## src/tfn_pkg.sv

```systemverilog
// ----------------------------------------------------------------------------
// tfn_pkg
// Shared constants for the triangle face normal pipeline.
// ----------------------------------------------------------------------------
`default_nettype none

package tfn_pkg;

	// Default field widths.
	localparam int COORD_BITS_DEF  = 24;
	localparam int NORMAL_BITS_DEF = 16;

	// The normalized cross product magnitudes are kept to this many bits.
	localparam int A_BITS    = 30;
	// Sum of three squares of A_BITS values, and its integer square root.
	localparam int SUM_BITS  = 2 * A_BITS + 2;
	localparam int ROOT_BITS = A_BITS + 1;

endpackage

`default_nettype wire

```

## src/tfn_div_cell.sv

```systemverilog
// ----------------------------------------------------------------------------
// tfn_div_cell
// One step of restoring division: decides quotient bit BIT.
// ----------------------------------------------------------------------------
`default_nettype none

module tfn_div_cell #(
	parameter int DW  = 47,
	parameter int QW  = 16,
	parameter int BIT = 0
) (
	input  wire logic                           clk,
	input  wire logic                           en,
	input  wire logic [DW-1:0]                  rem_i,
	input  wire logic [QW-1:0]                  quo_i,
	input  wire logic [tfn_pkg::ROOT_BITS-1:0] den_i,
	output logic      [DW-1:0]                  rem_o,
	output logic      [QW-1:0]                  quo_o
);
	import tfn_pkg::*;

	logic [DW-1:0] shifted;
	logic          take;

	always_comb begin
		shifted = DW'(den_i) << BIT;
		take    = rem_i >= shifted;
	end

	always_ff @(posedge clk) begin
		if (en) begin
			rem_o <= take ? rem_i - shifted : rem_i;
			quo_o <= take ? (quo_i | (QW'(1) << BIT)) : quo_i;
		end
	end
endmodule

`default_nettype wire
```

## config.mk

```make
export PLATFORM = sky130hd
export DESIGN_NAME = tfn_div_cell
export DESIGN_NICKNAME = d
export VERILOG_FILES = /design/src/tfn_pkg.sv /design/src/tfn_div_cell.sv
export SDC_FILE = /design/constraint.sdc
export NUM_CORES = 1
export LEC_CHECK = 0
export ABC_AREA = 1
export BUFFER_PORTS_ARGS = -buffer_cell sky130_fd_sc_hd__buf_2
export CAP_MARGIN = 20
export CORE_MARGIN = 5
export CORE_UTILIZATION = 46
export DETAILED_ROUTE_END_ITERATION = 8
export PLACE_DENSITY_LB_ADDON = 0.15
export SLEW_MARGIN = 20
export SYNTH_ARGS = -nofsm -noshare
export SYNTH_HDL_FRONTEND = slang
export SYNTH_SLANG_ARGS = --single-unit
```

## constraint.sdc

```tcl
create_clock -name clk -period 2.27 [get_ports clk]
set_clock_uncertainty 0.1 [all_clocks]
set_input_delay 0.3405 -clock clk [delete_from_list [all_inputs] [get_ports clk]]
set_output_delay 0.3405 -clock clk [all_outputs]
set_load 0.01 [all_outputs]
```

==> results.md, run 1 <==
* Die Width at 123.0 um
* Worst Tran Pin Value at 0.6042 ns
* Synth Register Bits at 63
* Setup tns final at 0 ns
* Die area at 0.01512 mm2
* Final Max Tran Viols at 0
* Largest area contributor in the netlist: edfxtp_1
* Placer Congestion at 0.9635
* Initial detailed-routing violation count at 437
* # DRC at 0
* CTS tree: built
* Async SR Flop Fraction at 0%
* Area delta synth->final at 36.94%
* Pin count of the biggest net entering global routing at 45
* Max-Cap Viols at 0
* Total gr overflow at 0
* CP max FO at 7
* IO Pins at 159
* CP peak stage delay at 0.35 ns
* Static Leak at 4.448 nW
* Fin worst setup slack at 0.06957 ns
* DR vias/cell at 4.690
* Root buffer cell: clkbuf_16
* Count leader, synth: nand2_1
* Initial Util at 46.70%
* CTS Buf Count at 9
* CP Class: in2reg
* Syn avg cell area at 6.464 um2
* Hold WC Path Type: in2reg
* Core area at 0.01257 mm2
* Most frequent cells after synthesis: 359 x nand2_1, 193 x inv_1, 71 x nor2_1, 63 x edfxtp_1, 54 x nand3_1
* FF/Latch Area at 0.001892 mm2
* Max Freq at 454.5 MHz
* CP cell instances: buf_2, ha_1, inv_2, o21ai_1, a21oi_1, o21ai_1, nor2_4, nand3_4, buf_4, nand3_1, nand2_1
* Peak VDD IR at 0.4190 mV
* Share of cells above drive strength 1 at 27.62%
* Cell mode on critical path: o21ai_1
* Fillers at 1,246
* Synth unique cells at 29
* Post-Syn Instances at 908
* Hold_buf cts at 0
* Status: finished, final reports clean
* Worst Setup End Kind: register
* HPWL after DPL at 16,470 um
* H-tree depth at 3
* Total Wirelength at 19,490 um
* Port Buffers at 158
* Final Hold Fails at 0
* GRT Resource Usage Total at 26.22%
* Post-Syn Area at 0.005869 mm2
* RSZ-0062 raised after global routing: yes
* Syn nets at 1,036
* Maximum clock insertion buffer count at 2
* Yosys top cell area share at 32.23%
* Worst path arrival time at 2.20 ns
* Power per Cell Area at 543.5 mW/mm2
* First-pass GRT wire length at 30,030 um
* Slowest CP cell: ha_1
* TritonRoute pass-1 iters at 5
* Final ANT Viol Nets at 0
* Clock sinks at 63
* Most used DFF post-synth: edfxtp_1
* Die height at 123.0 um
* Via count at 6,393
* Rows at 41
* Critical path required time at 2.27 ns
* Clock transition at path regs at 0.06 ns
* Post-placement worst setup slack at -0.2701 ns
* Area of the multi-input gates at 0.003178 mm2
* Critical Path Source Type: primary input
* Final setup viols at 0
* Routed wire per std cell at 14.30 um
* Yosys Warn Count at 0
* Ratio of final minimum period to clock period at 96.94%
* Vias in the first global route at 6,045
* Initial antenna violation count at 0
* Synth area leaders: edfxtp_1 32%, nand2_1 23%, inv_1 12%
* Min cycle time layout at 2.200 ns
* Final net count at 1,314
* Slew headroom at 59.72%
* Sequential fraction of the synthesis area at 32.23%
* Antenna cell count at 0
* Final core utilization at 63.95%
* EDFF count, synth at 63
worst paths after layout:
path   endpoint  startpoint  depth (start not counted)  slack, ns
max   rem_o[20]   rem_i[30]                         11       0.07
min    quo_o[3]    quo_i[3]                          1       0.07
per-stage QoR:
stage	instances	hold WS (ns)	area [um2]	total power (W)
2_1_floorplan	908	0.3394	5872	0.002275
3_3_place_gp	1347	0.4165	7720	0.002928
3_5_place_dp	1347	0.4186	7720	0.002944
4_1_cts	1363	0.06130	8025	0.004397
5_1_grt	1363	0.06048	8038	0.004616
6_report	1363	0.06914	8038	0.004369
critical path: cells and delay by family:
kind | cells | cell delay (ns)
and+or+nand+nor | 4 | 0.61
AOI/OAI and AO/OA | 3 | 0.48
buffers and inverters | 3 | 0.42
adders and majority gates | 1 | 0.35
final cells by class:
| cell class | instances | share of cell area, % |
|---|---|---|
| flip-flops and latches | 63 | 23.54 |
| well taps | 172 | 2.677 |
| inverters | 196 | 9.153 |
| clock buffers | 9 | 2.802 |
| multi-input cells | 642 | 39.54 |
| repair buffers | 274 | 21.30 |
| clock inverters | 7 | 0.9963 |
cell families after synthesis:
kind of cell / Yosys count / share of synthesized area (%)
buf+inv: 203 / 13.88
compound gates: 61 / 6.331
fa+ha+maj: 32 / 6.949
simple gates: 531 / 37.92
xor+xnor: 18 / 2.686
flops: 63 / 32.23
cells in the final DEF (no fill, tap or decap), types with 17 or more instances in the layout:
cell type	Yosys	routed
nand3_1	54	54
xnor2_1	17	17
buf_4	0	112
inv_1	193	193
nand2_1	359	359
ha_1	31	31
buf_2	0	158
a21oi_1	32	30
nor2_1	71	71
edfxtp_1	63	63
state kept, by name (all words and copies together) (netlist names):
register,count
quo_o,16
rem_o,47
power by group:
group	internal [W]	total [W]	leakage (nW)	switching, W
registers	0.00146	0.00149	0.617	0.0000309
logic	0.000631	0.00144	3.69	0.000806
clock network	0.000861	0.00145	0.143	0.000584
total	0.00295	0.00437	4.45	0.00142
metal layers:
| layer | track usage, % | vias to the layer above | part of all wire [%] |
|---|---|---|---|
| met4 | 7.488 | 0 | 1.9 |
| li1 | - | 3361 | - |
| met3 | 3.934 | 20 | 6.1 |
| met1 | 33.58 | 2807 | 44 |
| met5 | 0 | - | 0 |
| met2 | 45.85 | 205 | 48 |
repair_timing:
item                       in CTS  in global routing
setup buffers                   0                  0
setup endpoints to repair       0                  3
gates resized for setup         0                  3
(Power assumes the default switching activity.)
==> run 2, diff against run 1 <==
CORE_ASPECT_RATIO = 1.25   (was unset)
==> run 2 against run 1 <==
Non-clock buffer count grew 27. Combinational power grew 3%. First-iteration DRC count shrank 34%. Largest cell class unchanged.
==> results.md, run 2 (synthesis results as in run 1) <==
* IO Pins at 159
* Final Max Tran Viols at 0
* Final setup viols at 0
* Clock share of power at 34.5%
* Port Buffers at 158
* Die area at 0.01513 mm2
* CTS tree: built
* Post-placement worst setup slack at -0.2521 ns
* Critical Path Source Type: primary input
* TritonRoute pass-1 iters at 5
* Hold Crit Depth at 1
* Share of cells above drive strength 1 at 29.89%
* Switching power at 0.001440 W
* Setup tns final at 0 ns
* Status: finished, final reports clean
* Rows at 46
* Final net count at 1,341
* DR vias/cell at 4.714
* Maximum clock insertion buffer count at 2
* Placer Congestion at 0.9678
* Fin worst setup slack at 0.08519 ns
* Total gr overflow at 0
* Routed wire per std cell at 14.47 um
* Via count at 6,533
* DP Area at 0.007868 mm2
* Vias in the first global route at 6,466
* Worst path arrival time at 2.18 ns
* CP Class: in2reg
* Commonest non-fill, non-tap cell in the layout: nand2_1
* Clock sinks at 63
* Final ANT Viol Nets at 0
* Core area at 0.01260 mm2
* Initial antenna violation count at 0
* # DRC at 0
* Comb power frac at 32.7%
* Slew headroom at 69.92%
* Worst Tran Pin Value at 0.4512 ns
* Critical path required time at 2.26 ns
* GRT Resource Usage Total at 25.80%
* Switching share of total power at 31.71%
* Flop pwr share at 32.8%
* CP max FO at 11
* Die Width at 111.0 um
* Max-Cap Viols at 0
* First-pass GRT wire length at 30,990 um
* Area delta synth->final at 42.14%
* Max Freq at 457.7 MHz
* Ratio of final minimum period to clock period at 96.25%
* Root buffer cell: clkbuf_16
* Top flop regs: rem_o (47), quo_o (16)
* Clock transition at path regs at 0.07 ns
* Total Wirelength at 20,050 um
* Internal power at 0.003101 W
* Peak VDD IR at 0.4355 mV
* Min cycle time layout at 2.185 ns
* CTS Buf Count at 9
* Power per Cell Area at 544.3 mW/mm2
* Die height at 136.3 um
* Placed cells at 1,365
* Final core utilization at 66.19%
* Top reg by flops: rem_o
* Antenna cell count at 0
* Non-Filler Instances at 1,386
* HPWL after DPL at 16,590 um
* Initial Util at 46.57%
* H-tree depth at 3
* Pin count of the biggest net entering global routing at 34
* Max reg flops at 47
* Post-Layout Inst Area at 0.008343 mm2
* Initial detailed-routing violation count at 287
* Hold WC Path Type: in2reg
* Static Leak at 4.611 nW
* Commonest non-fill, non-tap cells in the layout: 358 x nand2_1, 193 x inv_1, 158 x buf_2
* Worst Setup End Kind: register
* Final Hold Fails at 0
-- run 2: worst max-delay path, cell delays in order --
cell	delay, ns
buf_2	0.11
ha_1	0.34
nand2_1	0.15
inv_1	0.05
a21oi_1	0.24
o21ai_1	0.15
nor2_4	0.20
nand2_4	0.09
nor2_8	0.14
buf_4	0.16
clkbuf_16	0.16
o21ai_2	0.05
-- run 2: layout make-up --
class | instances | area (um2)
fillers | 1225 | 4262
multi-input cells | 642 | 3228
repair buffers | 301 | 1949
flip-flops and latches | 63 | 1892
inverters | 196 | 735.7
clock buffers | 9 | 225.2
well taps | 168 | 210.2
clock inverters | 7 | 102.6
-- run 2: repair_timing --
item                                   in CTS  in global routing
endpoints found under the hold margin       0                  0
buffers inserted                            0                  3
hold buffers                                0                  0
setup endpoints to repair                   0                 36
gates resized for setup                     0                 14
-- run 2: final timing paths --
| kind | start | to | slack, ns |
|---|---|---|---|
| max | rem_i[25] | rem_o[3] | 0.09 |
| min | quo_i[14] | quo_o[14] | 0.07 |
-- run 2: through the flow --
stage	hold slack, ns	power [W]
global route	0.06776	0.004774
detailed placement	0.4186	0.002979
CTS	0.06704	0.004547
global placement	0.4168	0.002961
finish	0.07090	0.004541
floorplan	0.3394	0.002275
-- run 2: power by group through the flow --
stage               clock, W  combinational [W]  sequential (W)
floorplan                  0           0.000682         0.00159
detailed placement         0            0.00147         0.00151
CTS                  0.00158            0.00147         0.00149
finish               0.00157            0.00149         0.00149
global placement           0            0.00145         0.00151
global route         0.00163            0.00164         0.00150
-- run 2: metal layers --
metal	track usage, %	vias up	wire (um)
met5	0	-	0
met4	9.872	0	635
li1	-	3417	-
met1	29.40	2902	8161
met2	48.65	172	10260
met3	3.785	42	992
==> run 3, diff against run 2 <==
==> constraint.sdc (replaced) <==
create_clock -name clk -period 2.27 [get_ports clk]
set_clock_uncertainty 0.1 [all_clocks]
set_input_delay 0.1135 -clock clk [delete_from_list [all_inputs] [get_ports clk]]
set_output_delay 0.1135 -clock clk [all_outputs]
set_load 0.01 [all_outputs]
==> run 3 against run 2 <==
Die area unchanged. Core utilization decreased by 1.2 points. Critical endpoint is now rem_o[37]. Sequential cell count unchanged. Sequential share of layout area increased by 0.40 points. Non-clock buffer count decreased by 17. Cell count decreased by 1.2%.
==> results.md, run 3 (synthesis results as in run 1) <==
* Cell class contributing the biggest share of worst-path delay: simple AND/OR/NAND/NOR gates
* Final ANT Viol Nets at 0
* Min cycle time layout at 1.992 ns
* Status: finished, final reports clean
* Cell mode on critical path: nand2_1
* Ratio of final minimum period to clock period at 87.76%
* Final Hold Fails at 0
* CP cell instances: buf_2, ha_1, nand2_1, inv_1, nand2_1, nand2_1, a21oi_2, nor2_1, buf_4, nor2_4, nand2_4, nor2_8, buf_12, a21oi_1
* Top flop regs: rem_o (47), quo_o (16)
* Worst Tran Pin Value at 0.5520 ns
* Final net count at 1,324
* TritonRoute pass-1 iters at 7
* CTS tree: built
* CTS Buf Count at 9
* Comb power frac at 32.8%
* Worst path arrival time at 1.98 ns
* Setup tns final at 0 ns
* Initial Util at 46.57%
* Die area at 0.01513 mm2
* Rows at 46
* Max Freq at 502.0 MHz
* Initial detailed-routing violation count at 405
* Max-Cap Viols at 0
* Post-Layout Inst Area at 0.008198 mm2
* Commonest non-fill, non-tap cells in the layout: 359 x nand2_1, 193 x inv_1, 158 x buf_2
* FF/Latch Area at 0.001892 mm2
* CP Class: in2reg
* Flop pwr share at 33.9%
* Routed wire per std cell at 14.96 um
* Core area at 0.01260 mm2
* Switching share of total power at 32.71%
* H-tree depth at 3
* DR vias/cell at 4.742
* # DRC at 0
* CTS resizes at 0
* Port Buffers at 158
* Pin count of the biggest net entering global routing at 40
* Die height at 136.3 um
* IO Pins at 159
* RSZ-0062 raised after global routing: no
* Commonest non-fill, non-tap cell in the layout: nand2_1
* Initial antenna violation count at 0
* Antenna cell count at 0
* HPWL after DPL at 16,660 um
* Clock sinks at 63
* Internal power at 0.002950 W
* Root buffer cell: clkbuf_16
* Static Leak at 4.467 nW
* Switching power at 0.001434 W
* DP Area at 0.007472 mm2
* Stages on worst setup path at 14
* Final Max Tran Viols at 0
* Area of the multi-input gates at 0.003163 mm2
* Total gr overflow at 0
* Die Width at 111.0 um
* CP peak stage delay at 0.34 ns
* Share of cells above drive strength 1 at 24.40%
* Setup crit end: rem_o[37]
* Slowest CP cell: ha_1
* CP max FO at 26
* Total Wirelength at 20,480 um
* Vias in the first global route at 6,473
* Clock share of power at 33.3%
* Hold WC Path Type: in2reg
* GRT Resource Usage Total at 26.65%
* Final Hold Slack at 0.01993 ns
* Hold Crit Depth at 3
* Area delta synth->final at 39.67%
* Final setup viols at 0
* Worst Setup End Kind: register
* Maximum clock insertion buffer count at 2
* Via count at 6,492
* Critical Path Source Type: primary input
* Fillers at 1,242
* Clock transition at path regs at 0.06 ns
* Critical path required time at 2.26 ns
* Power per Cell Area at 534.7 mW/mm2
* Placer Congestion at 0.9961
* Peak VDD IR at 0.3019 mV
* Buf/Inv on CP at 4
* Slew headroom at 63.20%
* Top reg by flops: rem_o
* Crit path launch: rem_i[22]
* Max reg flops at 47
* First-pass GRT wire length at 31,480 um
run 3: layout make-up:
type	count	share of cell area [%]
Multi-Input combinational cell	642	38.58
Sequential cell	63	23.08
Timing Repair Buffer	284	23.08
Inverter	196	8.974
Clock buffer	9	2.747
Tap cell	168	2.564
Clock inverter	7	0.9768
run 3: timing repair:
action / in CTS / in global routing
setup buffers: 0 / 0
hold endpoints to repair: 42 / 0
hold buffers: 42 / 0
run 3: power by group through the flow:
stage | clock network, W | logic (W) | registers (W)
CTS | 0.00148 | 0.00144 | 0.00149
global route | 0.00154 | 0.00159 | 0.00150
detailed placement | 0 | 0.00137 | 0.00151
finish | 0.00146 | 0.00144 | 0.00149
global placement | 0 | 0.00137 | 0.00151
floorplan | 0 | 0.000681 | 0.00159
run 3: per-stage QoR:
stage / power [W] / util, % / cells / setup slack (ns)
after global placement: 0.002874 / 59.28 / 1311 / -0.04917
after global routing: 0.004633 / 65.04 / 1369 / 0.1224
final: 0.004384 / 65.04 / 1369 / 0.2778
after detailed placement: 0.002884 / 59.28 / 1311 / -0.08532
after floorplan: 0.002274 / - / 908 / 0.2162
after CTS: 0.004402 / 65.04 / 1369 / 0.2592
run 3: layer usage:
metal,vias up,track usage (%),share of wire (%)
met4,0,8.587,2.7
met2,191,51.28,52
met1,2881,29.49,40
met3,35,5.031,5.5
li1,3385,-,-
met5,-,0,0
run 3: worst min-delay path by stage:
stage | to | start | slack [ns]
final | rem_o[1] | rem_i[1] | 0.02
after global routing | rem_o[35] | rem_i[35] | 0.06
after CTS | rem_o[45] | rem_i[45] | 0.02
after detailed placement | quo_o[3] | quo_i[3] | 0.19
after global placement | quo_o[4] | quo_i[4] | 0.19
after floorplan | quo_o[10] | quo_i[10] | 0.11
run 3: worst min-delay path: stages:
cell and delay (ns):
buf_2 0.13, nand2_1 0.06, nand2_1 0.05
